File: src/rtl/core/sdr_pkg.sv
// Package for the step distance dead-reckoning block: widths, codes,
// fixed-point constants and small helper functions.
// No dependencies; every other file of the block imports it.
`default_nettype none

package sdr_pkg;

  // Configuration port.
  localparam int CFG_AW = 5;
  localparam int CFG_DW = 32;

  // Field widths.
  localparam int IN_W    = 16;
  localparam int DIST_W  = 32;
  localparam int VEL_W   = 24;
  localparam int GAIN_W  = 16;
  localparam int THR_W   = 14;

  // Serial multiplier: product register width and rounded result width.
  localparam int PW      = 54;
  localparam int RW      = PW - 16;
  localparam int MB_W    = 20;
  localparam int CNT_W   = 5;

  // Integer square root: radicand, remainder and root widths.
  localparam int RAD_W   = 40;
  localparam int REM_W   = 23;
  localparam int ROOT_W  = 20;

  // Internal filter state widths.
  localparam int LP_W    = 21;
  localparam int GLP_W   = 28;

  // Iteration counts.
  localparam logic [CNT_W-1:0] GAIN_STEPS = CNT_W'(16);
  localparam logic [CNT_W-1:0] G_STEPS    = CNT_W'(20);
  localparam logic [CNT_W-1:0] ROOT_STEPS = CNT_W'(20);

  // Window length in samples before the stationary decision.
  localparam logic [2:0] WINDOW_SAMPLES = 3'd6;

  // Gravity, 9.80665 in Q.16.
  localparam logic [MB_W-1:0] G_Q16 = MB_W'(642689);

  // Half an LSB of Q.16, added before the final shift for round to nearest.
  localparam logic signed [PW-1:0] RND_INIT = PW'(32768);

  // Register reset values.
  localparam logic [GAIN_W-1:0] SAMPLE_PERIOD_RST = 16'd655;
  localparam logic [GAIN_W-1:0] ACC_LP_GAIN_RST   = 16'd8900;
  localparam logic [GAIN_W-1:0] ACC_HP_GAIN_RST   = 16'd64881;
  localparam logic [GAIN_W-1:0] GYRO_LP_GAIN_RST  = 16'd8900;
  localparam logic [THR_W-1:0]  STILL_THR_RST     = 14'd65;

  // Register indexes (byte address divided by four).
  typedef enum logic [2:0] {
    REG_SAMPLE_PERIOD = 3'd0,
    REG_ACC_LP_GAIN   = 3'd1,
    REG_ACC_HP_GAIN   = 3'd2,
    REG_GYRO_LP_GAIN  = 3'd3,
    REG_STILL_THR     = 3'd4
  } sdr_reg_e;

  // Sequencer states, one-hot.
  typedef enum logic [3:0] {
    ST_IDLE = 4'b0001,
    ST_MUL  = 4'b0010,
    ST_ROOT = 4'b0100,
    ST_FIN  = 4'b1000
  } sdr_state_e;

  // Which product the serial multiplier is working on.
  typedef enum logic [3:0] {
    OP_SQX,
    OP_SQY,
    OP_SQZ,
    OP_LP,
    OP_HP,
    OP_ACC,
    OP_GY,
    OP_DV,
    OP_DD
  } sdr_op_e;

  // Absolute value of a signed sample, one bit wider.
  function automatic logic [IN_W:0] abs_in(input logic signed [IN_W-1:0] a);
    logic signed [IN_W:0] ext;
    ext = (IN_W+1)'(a);
    return a[IN_W-1] ? (IN_W+1)'(-ext) : (IN_W+1)'(ext);
  endfunction

  // Saturate a rounded product to the signed 32-bit range.
  function automatic logic signed [31:0] sat32(input logic signed [RW-1:0] x);
    logic ok;
    ok = (&x[RW-1:31]) | ~(|x[RW-1:31]);
    if (ok) begin
      return x[31:0];
    end else if (x[RW-1]) begin
      return 32'sh8000_0000;
    end else begin
      return 32'sh7FFF_FFFF;
    end
  endfunction

endpackage

`default_nettype wire

File: src/rtl/core/sdr_in_if.sv
// Sample channel of the step distance block: valid/ready plus sample fields.
// Depends on sdr_pkg for the field widths.
`default_nettype none

interface sdr_in_if;
  import sdr_pkg::*;

  logic                   valid;
  logic                   ready;
  logic                   mode;
  logic signed [IN_W-1:0] accel_x;
  logic signed [IN_W-1:0] accel_y;
  logic signed [IN_W-1:0] accel_z;
  logic signed [IN_W-1:0] gyro_rate_x;

  modport source (output valid, mode, accel_x, accel_y, accel_z, gyro_rate_x,
                  input ready);
  modport sink (input valid, mode, accel_x, accel_y, accel_z, gyro_rate_x,
                output ready);
endinterface

`default_nettype wire

File: src/rtl/core/sdr_out_if.sv
// Result channel of the step distance block: valid/ready plus result fields.
// Depends on sdr_pkg for the field widths.
`default_nettype none

interface sdr_out_if;
  import sdr_pkg::*;

  logic              valid;
  logic              ready;
  logic [DIST_W-1:0] distance_out;
  logic [VEL_W-1:0]  velocity_out;
  logic              is_still;

  modport source (output valid, distance_out, velocity_out, is_still, input ready);
  modport sink (input valid, distance_out, velocity_out, is_still, output ready);
endinterface

`default_nettype wire

File: src/rtl/core/step_distance_dead_reckoning.sv
// Step distance dead-reckoning integrator, top level.
// Depends on sdr_pkg, sdr_in_if and sdr_out_if.
//
// Usage:
//   sample_i carries one request per IMU sample (mode, accel x/y/z in Q3.12 g,
//   gyro x in Q11.4 deg/s). result_o returns one result per request:
//   distance in Q16.16 m, velocity in Q8.16 m/s and the stationary flag.
//   The APB port writes and reads the five tuning registers at 4*index;
//   pready is always high and writes are meant for when the block is idle.
//   A process request runs through one serial shift-add multiplier, one
//   multiplier bit per cycle, and a bit-pair serial square root: three
//   squares, the root, five gain products and the gravity product. The
//   result is loaded into the output register in the final state, after
//   which the block returns to idle and takes the next request.
//   A clear request (mode 1) goes straight to the final state and loads
//   its result there without using the multiplier.
//   The result sits in an output register: when the receiver stalls, the
//   block still accepts and works on the next request and only waits once
//   a second result is ready. Reset restores the register defaults and
//   zeroes all filter, window, velocity and distance state.
`default_nettype none

module step_distance_dead_reckoning (
  input  logic                       clk_i,
  input  logic                       rst_ni,
  sdr_in_if.sink                     sample_i,
  sdr_out_if.source                  result_o,
  input  logic                       psel,
  input  logic                       penable,
  input  logic                       pwrite,
  input  logic [sdr_pkg::CFG_AW-1:0] paddr,
  input  logic [sdr_pkg::CFG_DW-1:0] pwdata,
  output logic [sdr_pkg::CFG_DW-1:0] prdata,
  output logic                       pready
);
  import sdr_pkg::*;

  // Configuration registers.
  logic [GAIN_W-1:0] sp_q, alp_q, ahp_q, glg_q;
  logic [THR_W-1:0]  thr_q;
  sdr_reg_e          reg_idx;
  logic              cfg_wr;

  // Sequencer and serial datapath.
  sdr_state_e state_q, state_d;
  sdr_op_e    op_q, op_d;
  logic signed [PW-1:0] mc_q, mc_d, pacc_q, pacc_d;
  logic [MB_W-1:0]      mb_q, mb_d;
  logic [CNT_W-1:0]     cnt_q, cnt_d;
  logic [RAD_W-1:0]     rad_q, rad_d;
  logic [REM_W-1:0]     rem_q, rem_d;
  logic [ROOT_W-1:0]    root_q, root_d;
  logic signed [RW-1:0] accr_q, accr_d;

  // Latched sample.
  logic signed [IN_W-1:0] ay_q, az_q, gx_q;

  // Filter and integrator state.
  logic signed [LP_W-1:0]  lp_q, lp_d;
  logic signed [31:0]      hp_q, hp_d;
  logic signed [GLP_W-1:0] glp_q, glp_d;
  logic signed [31:0]      wsum_q, wsum_d;
  logic [2:0]              wcnt_q, wcnt_d;
  logic                    still_q, still_d;
  logic [VEL_W-1:0]        speed_q, speed_d;
  logic [DIST_W-1:0]       dist_q, dist_d;

  // Output register.
  logic              ov_q, ov_d;
  logic [DIST_W-1:0] od_q;
  logic [VEL_W-1:0]  ovel_q;
  logic              ost_q;
  logic              out_load;

  logic accept;

  // Register access.
  assign reg_idx = sdr_reg_e'(paddr[CFG_AW-1:2]);
  assign cfg_wr  = psel & penable & pwrite;
  assign pready  = 1'b1;

  always_comb begin
    case (reg_idx)
      REG_SAMPLE_PERIOD: prdata = CFG_DW'(sp_q);
      REG_ACC_LP_GAIN:   prdata = CFG_DW'(alp_q);
      REG_ACC_HP_GAIN:   prdata = CFG_DW'(ahp_q);
      REG_GYRO_LP_GAIN:  prdata = CFG_DW'(glg_q);
      REG_STILL_THR:     prdata = CFG_DW'(thr_q);
      default:           prdata = '0;
    endcase
  end

  always_ff @(posedge clk_i or negedge rst_ni) begin
    if (!rst_ni) begin
      sp_q  <= SAMPLE_PERIOD_RST;
      alp_q <= ACC_LP_GAIN_RST;
      ahp_q <= ACC_HP_GAIN_RST;
      glg_q <= GYRO_LP_GAIN_RST;
      thr_q <= STILL_THR_RST;
    end else if (cfg_wr) begin
      case (reg_idx)
        REG_SAMPLE_PERIOD: sp_q  <= pwdata[GAIN_W-1:0];
        REG_ACC_LP_GAIN:   alp_q <= pwdata[GAIN_W-1:0];
        REG_ACC_HP_GAIN:   ahp_q <= pwdata[GAIN_W-1:0];
        REG_GYRO_LP_GAIN:  glg_q <= pwdata[GAIN_W-1:0];
        REG_STILL_THR:     thr_q <= pwdata[THR_W-1:0];
        default: ;
      endcase
    end
  end

  // Handshake.
  assign sample_i.ready = (state_q == ST_IDLE);
  assign accept         = sample_i.valid & sample_i.ready;

  // Sequencer and one step of the serial datapath per cycle.
  always_comb begin
    logic signed [RW-1:0]    rnd;
    logic [IN_W:0]           a17;
    logic [REM_W-1:0]        rem_t, trial;
    logic signed [LP_W-1:0]  dl;
    logic signed [32:0]      hpin;
    logic signed [31:0]      hsat;
    logic signed [28:0]      gdiff;
    logic signed [RW:0]      v;
    logic signed [32:0]      wdiff;
    logic [32:0]             wabs;
    logic                    still_n;
    logic [VEL_W-1:0]        vcl;
    logic [DIST_W:0]         tr;

    state_d  = state_q;
    op_d     = op_q;
    mc_d     = mc_q;
    mb_d     = mb_q;
    pacc_d   = pacc_q;
    cnt_d    = cnt_q;
    rad_d    = rad_q;
    rem_d    = rem_q;
    root_d   = root_q;
    accr_d   = accr_q;
    lp_d     = lp_q;
    hp_d     = hp_q;
    glp_d    = glp_q;
    wsum_d   = wsum_q;
    wcnt_d   = wcnt_q;
    still_d  = still_q;
    speed_d  = speed_q;
    dist_d   = dist_q;
    out_load = 1'b0;

    rnd     = pacc_q[PW-1:16];
    a17     = '0;
    rem_t   = '0;
    trial   = '0;
    dl      = '0;
    hpin    = '0;
    hsat    = '0;
    gdiff   = '0;
    v       = '0;
    wdiff   = '0;
    wabs    = '0;
    still_n = still_q;
    vcl     = '0;
    tr      = '0;

    case (state_q)
      ST_IDLE: begin
        if (accept) begin
          if (sample_i.mode) begin
            // Clear request: only velocity and distance are touched.
            speed_d = '0;
            dist_d  = '0;
            state_d = ST_FIN;
          end else begin
            a17     = abs_in(sample_i.accel_x);
            mc_d    = PW'(a17);
            mb_d    = MB_W'(a17[IN_W-1:0]);
            pacc_d  = '0;
            cnt_d   = GAIN_STEPS;
            op_d    = OP_SQX;
            state_d = ST_MUL;
          end
        end
      end

      ST_MUL: begin
        if (cnt_q != '0) begin
          // One multiplier bit per cycle, least significant first.
          if (mb_q[0]) begin
            pacc_d = pacc_q + mc_q;
          end
          mc_d  = mc_q <<< 1;
          mb_d  = mb_q >> 1;
          cnt_d = cnt_q - 1'b1;
        end else begin
          // Take the finished product and set up the next one.
          case (op_q)
            OP_SQX: begin
              a17   = abs_in(ay_q);
              mc_d  = PW'(a17);
              mb_d  = MB_W'(a17[IN_W-1:0]);
              cnt_d = GAIN_STEPS;
              op_d  = OP_SQY;
            end
            OP_SQY: begin
              a17   = abs_in(az_q);
              mc_d  = PW'(a17);
              mb_d  = MB_W'(a17[IN_W-1:0]);
              cnt_d = GAIN_STEPS;
              op_d  = OP_SQZ;
            end
            OP_SQZ: begin
              // Sum of squares scaled by 2^8 so the root comes out in Q.16.
              rad_d   = {pacc_q[31:0], 8'h00};
              rem_d   = '0;
              root_d  = '0;
              cnt_d   = ROOT_STEPS;
              state_d = ST_ROOT;
            end
            OP_LP: begin
              // The high-pass input difference equals the low-pass step.
              lp_d   = lp_q + rnd[LP_W-1:0];
              hpin   = 33'(hp_q) + rnd[32:0];
              mc_d   = PW'(hpin);
              mb_d   = MB_W'(ahp_q);
              pacc_d = RND_INIT;
              cnt_d  = GAIN_STEPS;
              op_d   = OP_HP;
            end
            OP_HP: begin
              hsat   = sat32(rnd);
              hp_d   = hsat;
              mc_d   = PW'(hsat);
              mb_d   = G_Q16;
              pacc_d = RND_INIT;
              cnt_d  = G_STEPS;
              op_d   = OP_ACC;
            end
            OP_ACC: begin
              accr_d = rnd;
              gdiff  = 29'($signed({gx_q, 12'h000})) - 29'(glp_q);
              mc_d   = PW'(gdiff);
              mb_d   = MB_W'(glg_q);
              pacc_d = RND_INIT;
              cnt_d  = GAIN_STEPS;
              op_d   = OP_GY;
            end
            OP_GY: begin
              glp_d  = glp_q + rnd[GLP_W-1:0];
              mc_d   = PW'(accr_q);
              mb_d   = MB_W'(sp_q);
              pacc_d = RND_INIT;
              cnt_d  = GAIN_STEPS;
              op_d   = OP_DV;
            end
            OP_DV: begin
              // Velocity update, window bookkeeping and stationary decision.
              v = $signed({{(RW+1-VEL_W){1'b0}}, speed_q}) + (RW+1)'(rnd);
              if (wcnt_q < WINDOW_SAMPLES) begin
                wdiff  = 33'(wsum_q) - 33'(glp_q);
                wsum_d = sat32(RW'(wdiff));
                wcnt_d = wcnt_q + 1'b1;
              end else begin
                wabs    = wsum_q[31] ? 33'(-33'(wsum_q)) : 33'(wsum_q);
                still_n = (wabs[31:16] <= {2'b00, thr_q});
                still_d = still_n;
                wsum_d  = '0;
                wcnt_d  = '0;
              end
              if (still_n || v[RW]) begin
                vcl = '0;
              end else if (|v[RW-1:VEL_W]) begin
                vcl = '1;
              end else begin
                vcl = v[VEL_W-1:0];
              end
              speed_d = vcl;
              // Distance step: twice the velocity times the period.
              mc_d    = PW'({vcl, 1'b0});
              mb_d    = MB_W'(sp_q);
              pacc_d  = RND_INIT;
              cnt_d   = GAIN_STEPS;
              op_d    = OP_DD;
            end
            OP_DD: begin
              tr      = {1'b0, dist_q} + rnd[DIST_W:0];
              dist_d  = tr[DIST_W] ? '1 : tr[DIST_W-1:0];
              state_d = ST_FIN;
            end
            default: state_d = ST_FIN;
          endcase
        end
      end

      ST_ROOT: begin
        if (cnt_q != '0) begin
          // One root bit per cycle from two radicand bits.
          rem_t = {rem_q[REM_W-3:0], rad_q[RAD_W-1 -: 2]};
          trial = {1'b0, root_q, 2'b01};
          if (rem_t >= trial) begin
            rem_d  = rem_t - trial;
            root_d = {root_q[ROOT_W-2:0], 1'b1};
          end else begin
            rem_d  = rem_t;
            root_d = {root_q[ROOT_W-2:0], 1'b0};
          end
          rad_d = rad_q << 2;
          cnt_d = cnt_q - 1'b1;
        end else begin
          dl      = $signed({1'b0, root_q}) - lp_q;
          mc_d    = PW'(dl);
          mb_d    = MB_W'(alp_q);
          pacc_d  = RND_INIT;
          cnt_d   = GAIN_STEPS;
          op_d    = OP_LP;
          state_d = ST_MUL;
        end
      end

      ST_FIN: begin
        if (!ov_q || result_o.ready) begin
          out_load = 1'b1;
          state_d  = ST_IDLE;
        end
      end

      default: state_d = ST_IDLE;
    endcase
  end

  // Output valid: cleared when taken, set when a result is loaded.
  always_comb begin
    ov_d = ov_q & ~result_o.ready;
    if (out_load) begin
      ov_d = 1'b1;
    end
  end

  // Control and filter state.
  always_ff @(posedge clk_i or negedge rst_ni) begin
    if (!rst_ni) begin
      state_q <= ST_IDLE;
      op_q    <= OP_SQX;
      cnt_q   <= '0;
      lp_q    <= '0;
      hp_q    <= '0;
      glp_q   <= '0;
      wsum_q  <= '0;
      wcnt_q  <= '0;
      still_q <= 1'b0;
      speed_q <= '0;
      dist_q  <= '0;
      ov_q    <= 1'b0;
    end else begin
      state_q <= state_d;
      op_q    <= op_d;
      cnt_q   <= cnt_d;
      lp_q    <= lp_d;
      hp_q    <= hp_d;
      glp_q   <= glp_d;
      wsum_q  <= wsum_d;
      wcnt_q  <= wcnt_d;
      still_q <= still_d;
      speed_q <= speed_d;
      dist_q  <= dist_d;
      ov_q    <= ov_d;
    end
  end

  // Datapath and payload registers.
  always_ff @(posedge clk_i) begin
    mc_q   <= mc_d;
    mb_q   <= mb_d;
    pacc_q <= pacc_d;
    rad_q  <= rad_d;
    rem_q  <= rem_d;
    root_q <= root_d;
    accr_q <= accr_d;
    if (accept) begin
      ay_q <= sample_i.accel_y;
      az_q <= sample_i.accel_z;
      gx_q <= sample_i.gyro_rate_x;
    end
    if (out_load) begin
      od_q   <= dist_q;
      ovel_q <= speed_q;
      ost_q  <= still_q;
    end
  end

  assign result_o.valid        = ov_q;
  assign result_o.distance_out = od_q;
  assign result_o.velocity_out = ovel_q;
  assign result_o.is_still     = ost_q;

endmodule

`default_nettype wire

File: src/flat_wrapper.sv
// flat-port wrapper written by rule: the top's interface ports become plain ports
module step_distance_dead_reckoning_flat import sdr_pkg::*;
  (clk_i, rst_ni, psel, penable, pwrite, paddr, pwdata, prdata, pready, sample_i_valid, sample_i_mode, sample_i_accel_x, sample_i_accel_y, sample_i_accel_z, sample_i_gyro_rate_x, sample_i_ready, result_o_valid, result_o_distance_out, result_o_velocity_out, result_o_is_still, result_o_ready);
  sdr_in_if sample_i_i ();
  sdr_out_if result_o_i ();
  input  logic clk_i;
  input  logic rst_ni;
  input  logic psel;
  input  logic penable;
  input  logic pwrite;
  input  logic [sdr_pkg::CFG_AW-1:0] paddr;
  input  logic [sdr_pkg::CFG_DW-1:0] pwdata;
  output logic [sdr_pkg::CFG_DW-1:0] prdata;
  output logic pready;
  input wire logic [$bits(sample_i_i.valid)-1:0] sample_i_valid;
  input wire logic [$bits(sample_i_i.mode)-1:0] sample_i_mode;
  input wire logic [$bits(sample_i_i.accel_x)-1:0] sample_i_accel_x;
  input wire logic [$bits(sample_i_i.accel_y)-1:0] sample_i_accel_y;
  input wire logic [$bits(sample_i_i.accel_z)-1:0] sample_i_accel_z;
  input wire logic [$bits(sample_i_i.gyro_rate_x)-1:0] sample_i_gyro_rate_x;
  output wire logic [$bits(sample_i_i.ready)-1:0] sample_i_ready;
  output wire logic [$bits(result_o_i.valid)-1:0] result_o_valid;
  output wire logic [$bits(result_o_i.distance_out)-1:0] result_o_distance_out;
  output wire logic [$bits(result_o_i.velocity_out)-1:0] result_o_velocity_out;
  output wire logic [$bits(result_o_i.is_still)-1:0] result_o_is_still;
  input wire logic [$bits(result_o_i.ready)-1:0] result_o_ready;
  assign sample_i_i.valid = sample_i_valid;
  assign sample_i_i.mode = sample_i_mode;
  assign sample_i_i.accel_x = sample_i_accel_x;
  assign sample_i_i.accel_y = sample_i_accel_y;
  assign sample_i_i.accel_z = sample_i_accel_z;
  assign sample_i_i.gyro_rate_x = sample_i_gyro_rate_x;
  assign sample_i_ready = sample_i_i.ready;
  assign result_o_valid = result_o_i.valid;
  assign result_o_distance_out = result_o_i.distance_out;
  assign result_o_velocity_out = result_o_i.velocity_out;
  assign result_o_is_still = result_o_i.is_still;
  assign result_o_i.ready = result_o_ready;
  step_distance_dead_reckoning u_core (.clk_i(clk_i), .rst_ni(rst_ni), .sample_i(sample_i_i), .result_o(result_o_i), .psel(psel), .penable(penable), .pwrite(pwrite), .paddr(paddr), .pwdata(pwdata), .prdata(prdata), .pready(pready));
endmodule
File: config.mk
export PLATFORM = sky130hd
export DESIGN_NAME = step_distance_dead_reckoning_flat
export DESIGN_NICKNAME = d
export VERILOG_FILES = /design/src/rtl/core/sdr_pkg.sv /design/src/rtl/core/sdr_in_if.sv /design/src/rtl/core/sdr_out_if.sv /design/src/rtl/core/step_distance_dead_reckoning.sv /design/src/flat_wrapper.sv
export SDC_FILE = /design/constraint.sdc
export NUM_CORES = 2
export LEC_CHECK = 0
export ABC_AREA = 1
export BUFFER_PORTS_ARGS = -buffer_cell sky130_fd_sc_hd__buf_4
export CAP_MARGIN = 40
export CORE_MARGIN = 3
export CORE_UTILIZATION = 55
export DETAILED_ROUTE_END_ITERATION = 12
export HOLD_SLACK_MARGIN = 0.02
export PLACE_DENSITY = 0.73
export RECOVER_POWER = 100
export SYNTH_ARGS = -nofsm -noshare
export SYNTH_HDL_FRONTEND = slang
export SYNTH_SLANG_ARGS = --single-unit
File: constraint.sdc
create_clock -name clk_i -period 7.8 [get_ports clk_i]
set_input_delay 1.17 -clock clk_i [delete_from_list [all_inputs] [get_ports clk_i]]
set_output_delay 1.17 -clock clk_i [all_outputs]
set_load 0.02 [all_outputs]
==> flow_summary.toml <==
[sta]
worst_slew_pin_slew_ns = 3.580
hold_viol_final = 0
fin_crit_sh_pct = 78.50
maxSlewViolCount = 663
finClkSkew_ns = 0.02623
period_needed_ns = 6.123
setup-tns-final_ns = 0
setup_viol = 0
relSlewSlack_pct = -138.7
grt_setup_unrepaired = "no"
max_freq_mhz = 163.3

[place]
gp_congestion = 0.9887
hpwlAfterDp_um = 114100
placed_area_mm2 = 0.04634
io_buffers = 165

[power]
vdd_drop_max_v = 0.0002256
p_clk_share_pct = 22.6
powerDensity_mw_per_mm2 = 329.1
pwr-share-seq_pct = 30.7
p_sw_mw = 7.308
p_leak_nw = 22.60
p_int_mw = 8.566
p_sw_share_pct = 46.04
combPwrFrac_pct = 46.7

[floorplan]
die_w_um = 288.0
rows = 102
start_util_pct = 55.98
die_y_um = 288.0
io-pin-count = 201
dieArea_mm2 = 0.08292
core_mm2 = 0.07810

[synth]
ys_types = 70
synth_edf_count = 344
synth_seq_cells = 609
synth_top_area_share_pct = 23.62
synth.avg_cell_area_um2 = 7.569
ys_warn_count = 0
synth_area_leaders = "edfxtp_1 24%, dfrtp_1 13%, nand2_1 13%"
synth_top_area_cell = "edfxtp_1"
synth.top_cells.by_count = "1531 x nand2_1, 646 x inv_1, 497 x o21ai_0"
async_reset_ff_share_pct = 43.51
synth.most_common_cell = "nand2_1"
ys_seq_area_share_pct = 38.88
synthesis.area_mm2 = 0.04373
synth_flop_cell = "edfxtp_1"
syn_inst = 5777

[run_status]
status = "finished with violations"
violations = "capacitance limit, slew limit"

[critical_path]
cp.required_ns = 8.18
cp-start-kind = "flop"
cpPeakStageDelay_ns = 1.30
worst_setup_path_end_kind = "flop"
critPathArrivalTime_ns = 6.50
rrSetupSlack_ns = 1.68
path_max_fanout = 80
startpoint = "u_core.cnt_q[0]"
rr_endpoint = "u_core.mc_q[5]"
reg2reg_depth = 13
crit_end = "u_core.mc_q[5]"
crit_buf_inv = 6
path_cells = "inv_1 > ha_1 > nand2_1 > nor2_2 > clkbuf_1 > inv_1 > nand2_1 > inv_1 > clkbuf_2 > nand2_1 > o21ai_0 > inv_1 > nand3_1"
slowest_stage = "clkbuf_1"
crit_family = "buffers and inverters"
path_class = "reg2reg"
crit_cells = 13
r2r_start = "u_core.cnt_q[0]"
crit_path_frequent_cell = "inv_1"

[layout]
multi_input_area_mm2 = 0.02351
drive_above_1_share_pct = 5.872
n_fill_cell = 7268
nets = 6351
final_area_mm2 = 0.04823
ff_latch_area_mm2 = 0.01700
synthToLayoutAreaGrowth_pct = 10.30

[clocking]
cts_hold_buf = 0
cts_made_buffers = 72
clkTransAtPathRegs_ns = 0.06
ctsLongestPathBuffers = 3
root_buffer = "clkbuf_16"
cts_tree = "yes"
clk_latency_ns = 0.64
clock_sinks = 609
cts_resized = 0
post_cts_buffers = 0
htree_num_levels = 3

[routing]
avgRoutedWirePerCell_um = 21.37
drtIter0Drc = 4713
vias = 41730
drt_wl_total_um = 150400
vias_per_cell = 5.930
first_pass_iters = 9
drtAntennaViolNets = 0
drc = 0

[grt]
grt_pass1_wl_um = 229000
grt-ovfl-total = 0
antenna_found_initial = 7
grt_pass1_vias = 39200
grt_max_degree = 85
grt_usage_pct = 36.02

[flow_run]
maxCapViolations = 14

[min_path]
hold_path.class = "reg2reg"
[tightest hold or removal path, delay by kind of cell (launching register included)]
kind	cells	cell delay (ns)
compound gates	1	0.06
flops	1	0.35
simple gates	1	0.05
[state kept, by name, indices dropped and copies added (netlist names), 20 cells and up]
name                          count
u_core.lp_q                      21
u_core.result_o.distance_out     32
u_core.glp_q                     28
u_core.wsum_q                    32
u_core.mb_q                      20
u_core.result_o.velocity_out     24
u_core.accr_q                    38
u_core.dist_q                    32
u_core.speed_q                   24
u_core.mc_q                      54
u_core.rad_q                     32
u_core.root_q                    20
u_core.pacc_q                    54
u_core.rem_q                     21
u_core.hp_q                      32
[placed cells by master (no fill, tap or decap), types with 57 or more instances in the layout]
cell       netlist  final
a21oi_1        477    478
buf_4           28     57
clkbuf_1       102    144
clkbuf_16        0     75
dfrtp_1        235    235
edfxtp_1       344    344
ha_1           298    298
inv_1          646    649
nand2_1       1531   1531
nand3_1        333    333
nand4_1         57     57
nor2_1         414    410
nor3_1          82     82
o21ai_0        497    506
xnor2_1         69     69
xor2_1          87     87
[per-layer routing]
metal	wire (um)	global-route usage, %	vias to the layer above	share of wire, %
met5	23	0	-	0.015
met4	9873	20.55	4	6.6
met3	13780	5.352	372	9.2
met2	65790	56.03	2036	44
met1	60950	48.10	19390	41
li1	-	-	19940	-
[how the worst min path moves through the flow]
stage	startpoint	end	slack (ns)	cells past startpoint
floorplan	u_core.still_q	u_core.result_o.is_still	0.44	0
global placement	u_core.thr_q[9]	u_core.thr_q[9]	0.47	2
detailed placement	u_core.dist_q[11]	u_core.result_o.distance_out[11]	0.47	0
CTS	u_core.thr_q[10]	u_core.thr_q[10]	0.49	2
global route	u_core.dist_q[17]	u_core.result_o.distance_out[17]	0.50	0
finish	u_core.thr_q[9]	u_core.thr_q[9]	0.49	2
[stage by stage]
step,utilization (%),hold WS (ns),setup slack [ns],cells,power [mW]
2_1_floorplan,-,0.4406,1.581,5792,9.655
3_3_place_gp,59.02,0.4655,3.230,6889,12.06
3_5_place_dp,59.33,0.4672,3.526,6902,12.23
4_1_cts,62.53,0.4894,3.508,7035,15.85
5_1_grt,61.75,0.5050,1.569,7037,16.79
6_report,61.75,0.4882,1.677,7038,15.87
[power groups by stage]
stage / clock (mW) / combinational (mW) / sequential (mW)
2_1_floorplan: 0 / 4.89 / 4.76
3_3_place_gp: 0 / 7.18 / 4.88
3_5_place_dp: 0 / 7.33 / 4.90
4_1_cts: 3.62 / 7.38 / 4.84
5_1_grt: 3.75 / 8.14 / 4.90
6_report: 3.59 / 7.41 / 4.87
[area by class of cell]
cell class / instances / share of cell area [%]
Antenna cell: 3 / 0.01557
Clock buffer: 99 / 4.244
Clock inverter: 34 / 0.9365
Multi-Input combinational cell: 4352 / 48.75
Sequential cell: 609 / 35.25
Tap cell: 1040 / 2.698
Inverter: 662 / 5.152
Timing Repair Buffer: 239 / 2.952
[kinds of logic after synthesis]
| kind of cell | after synthesis | share of synthesized area (%) |
|---|---|---|
| AO/OA/AOI/OAI | 1328 | 17.27 |
| flip-flops | 609 | 38.88 |
| XOR/XNOR | 156 | 3.125 |
| AND/OR/NAND/NOR | 2545 | 24.30 |
| adder cells (fa/ha/maj) | 306 | 8.893 |
| other | 2 | 0.01718 |
| buffers and inverters | 831 | 7.526 |
(Power assumes the default switching activity.)
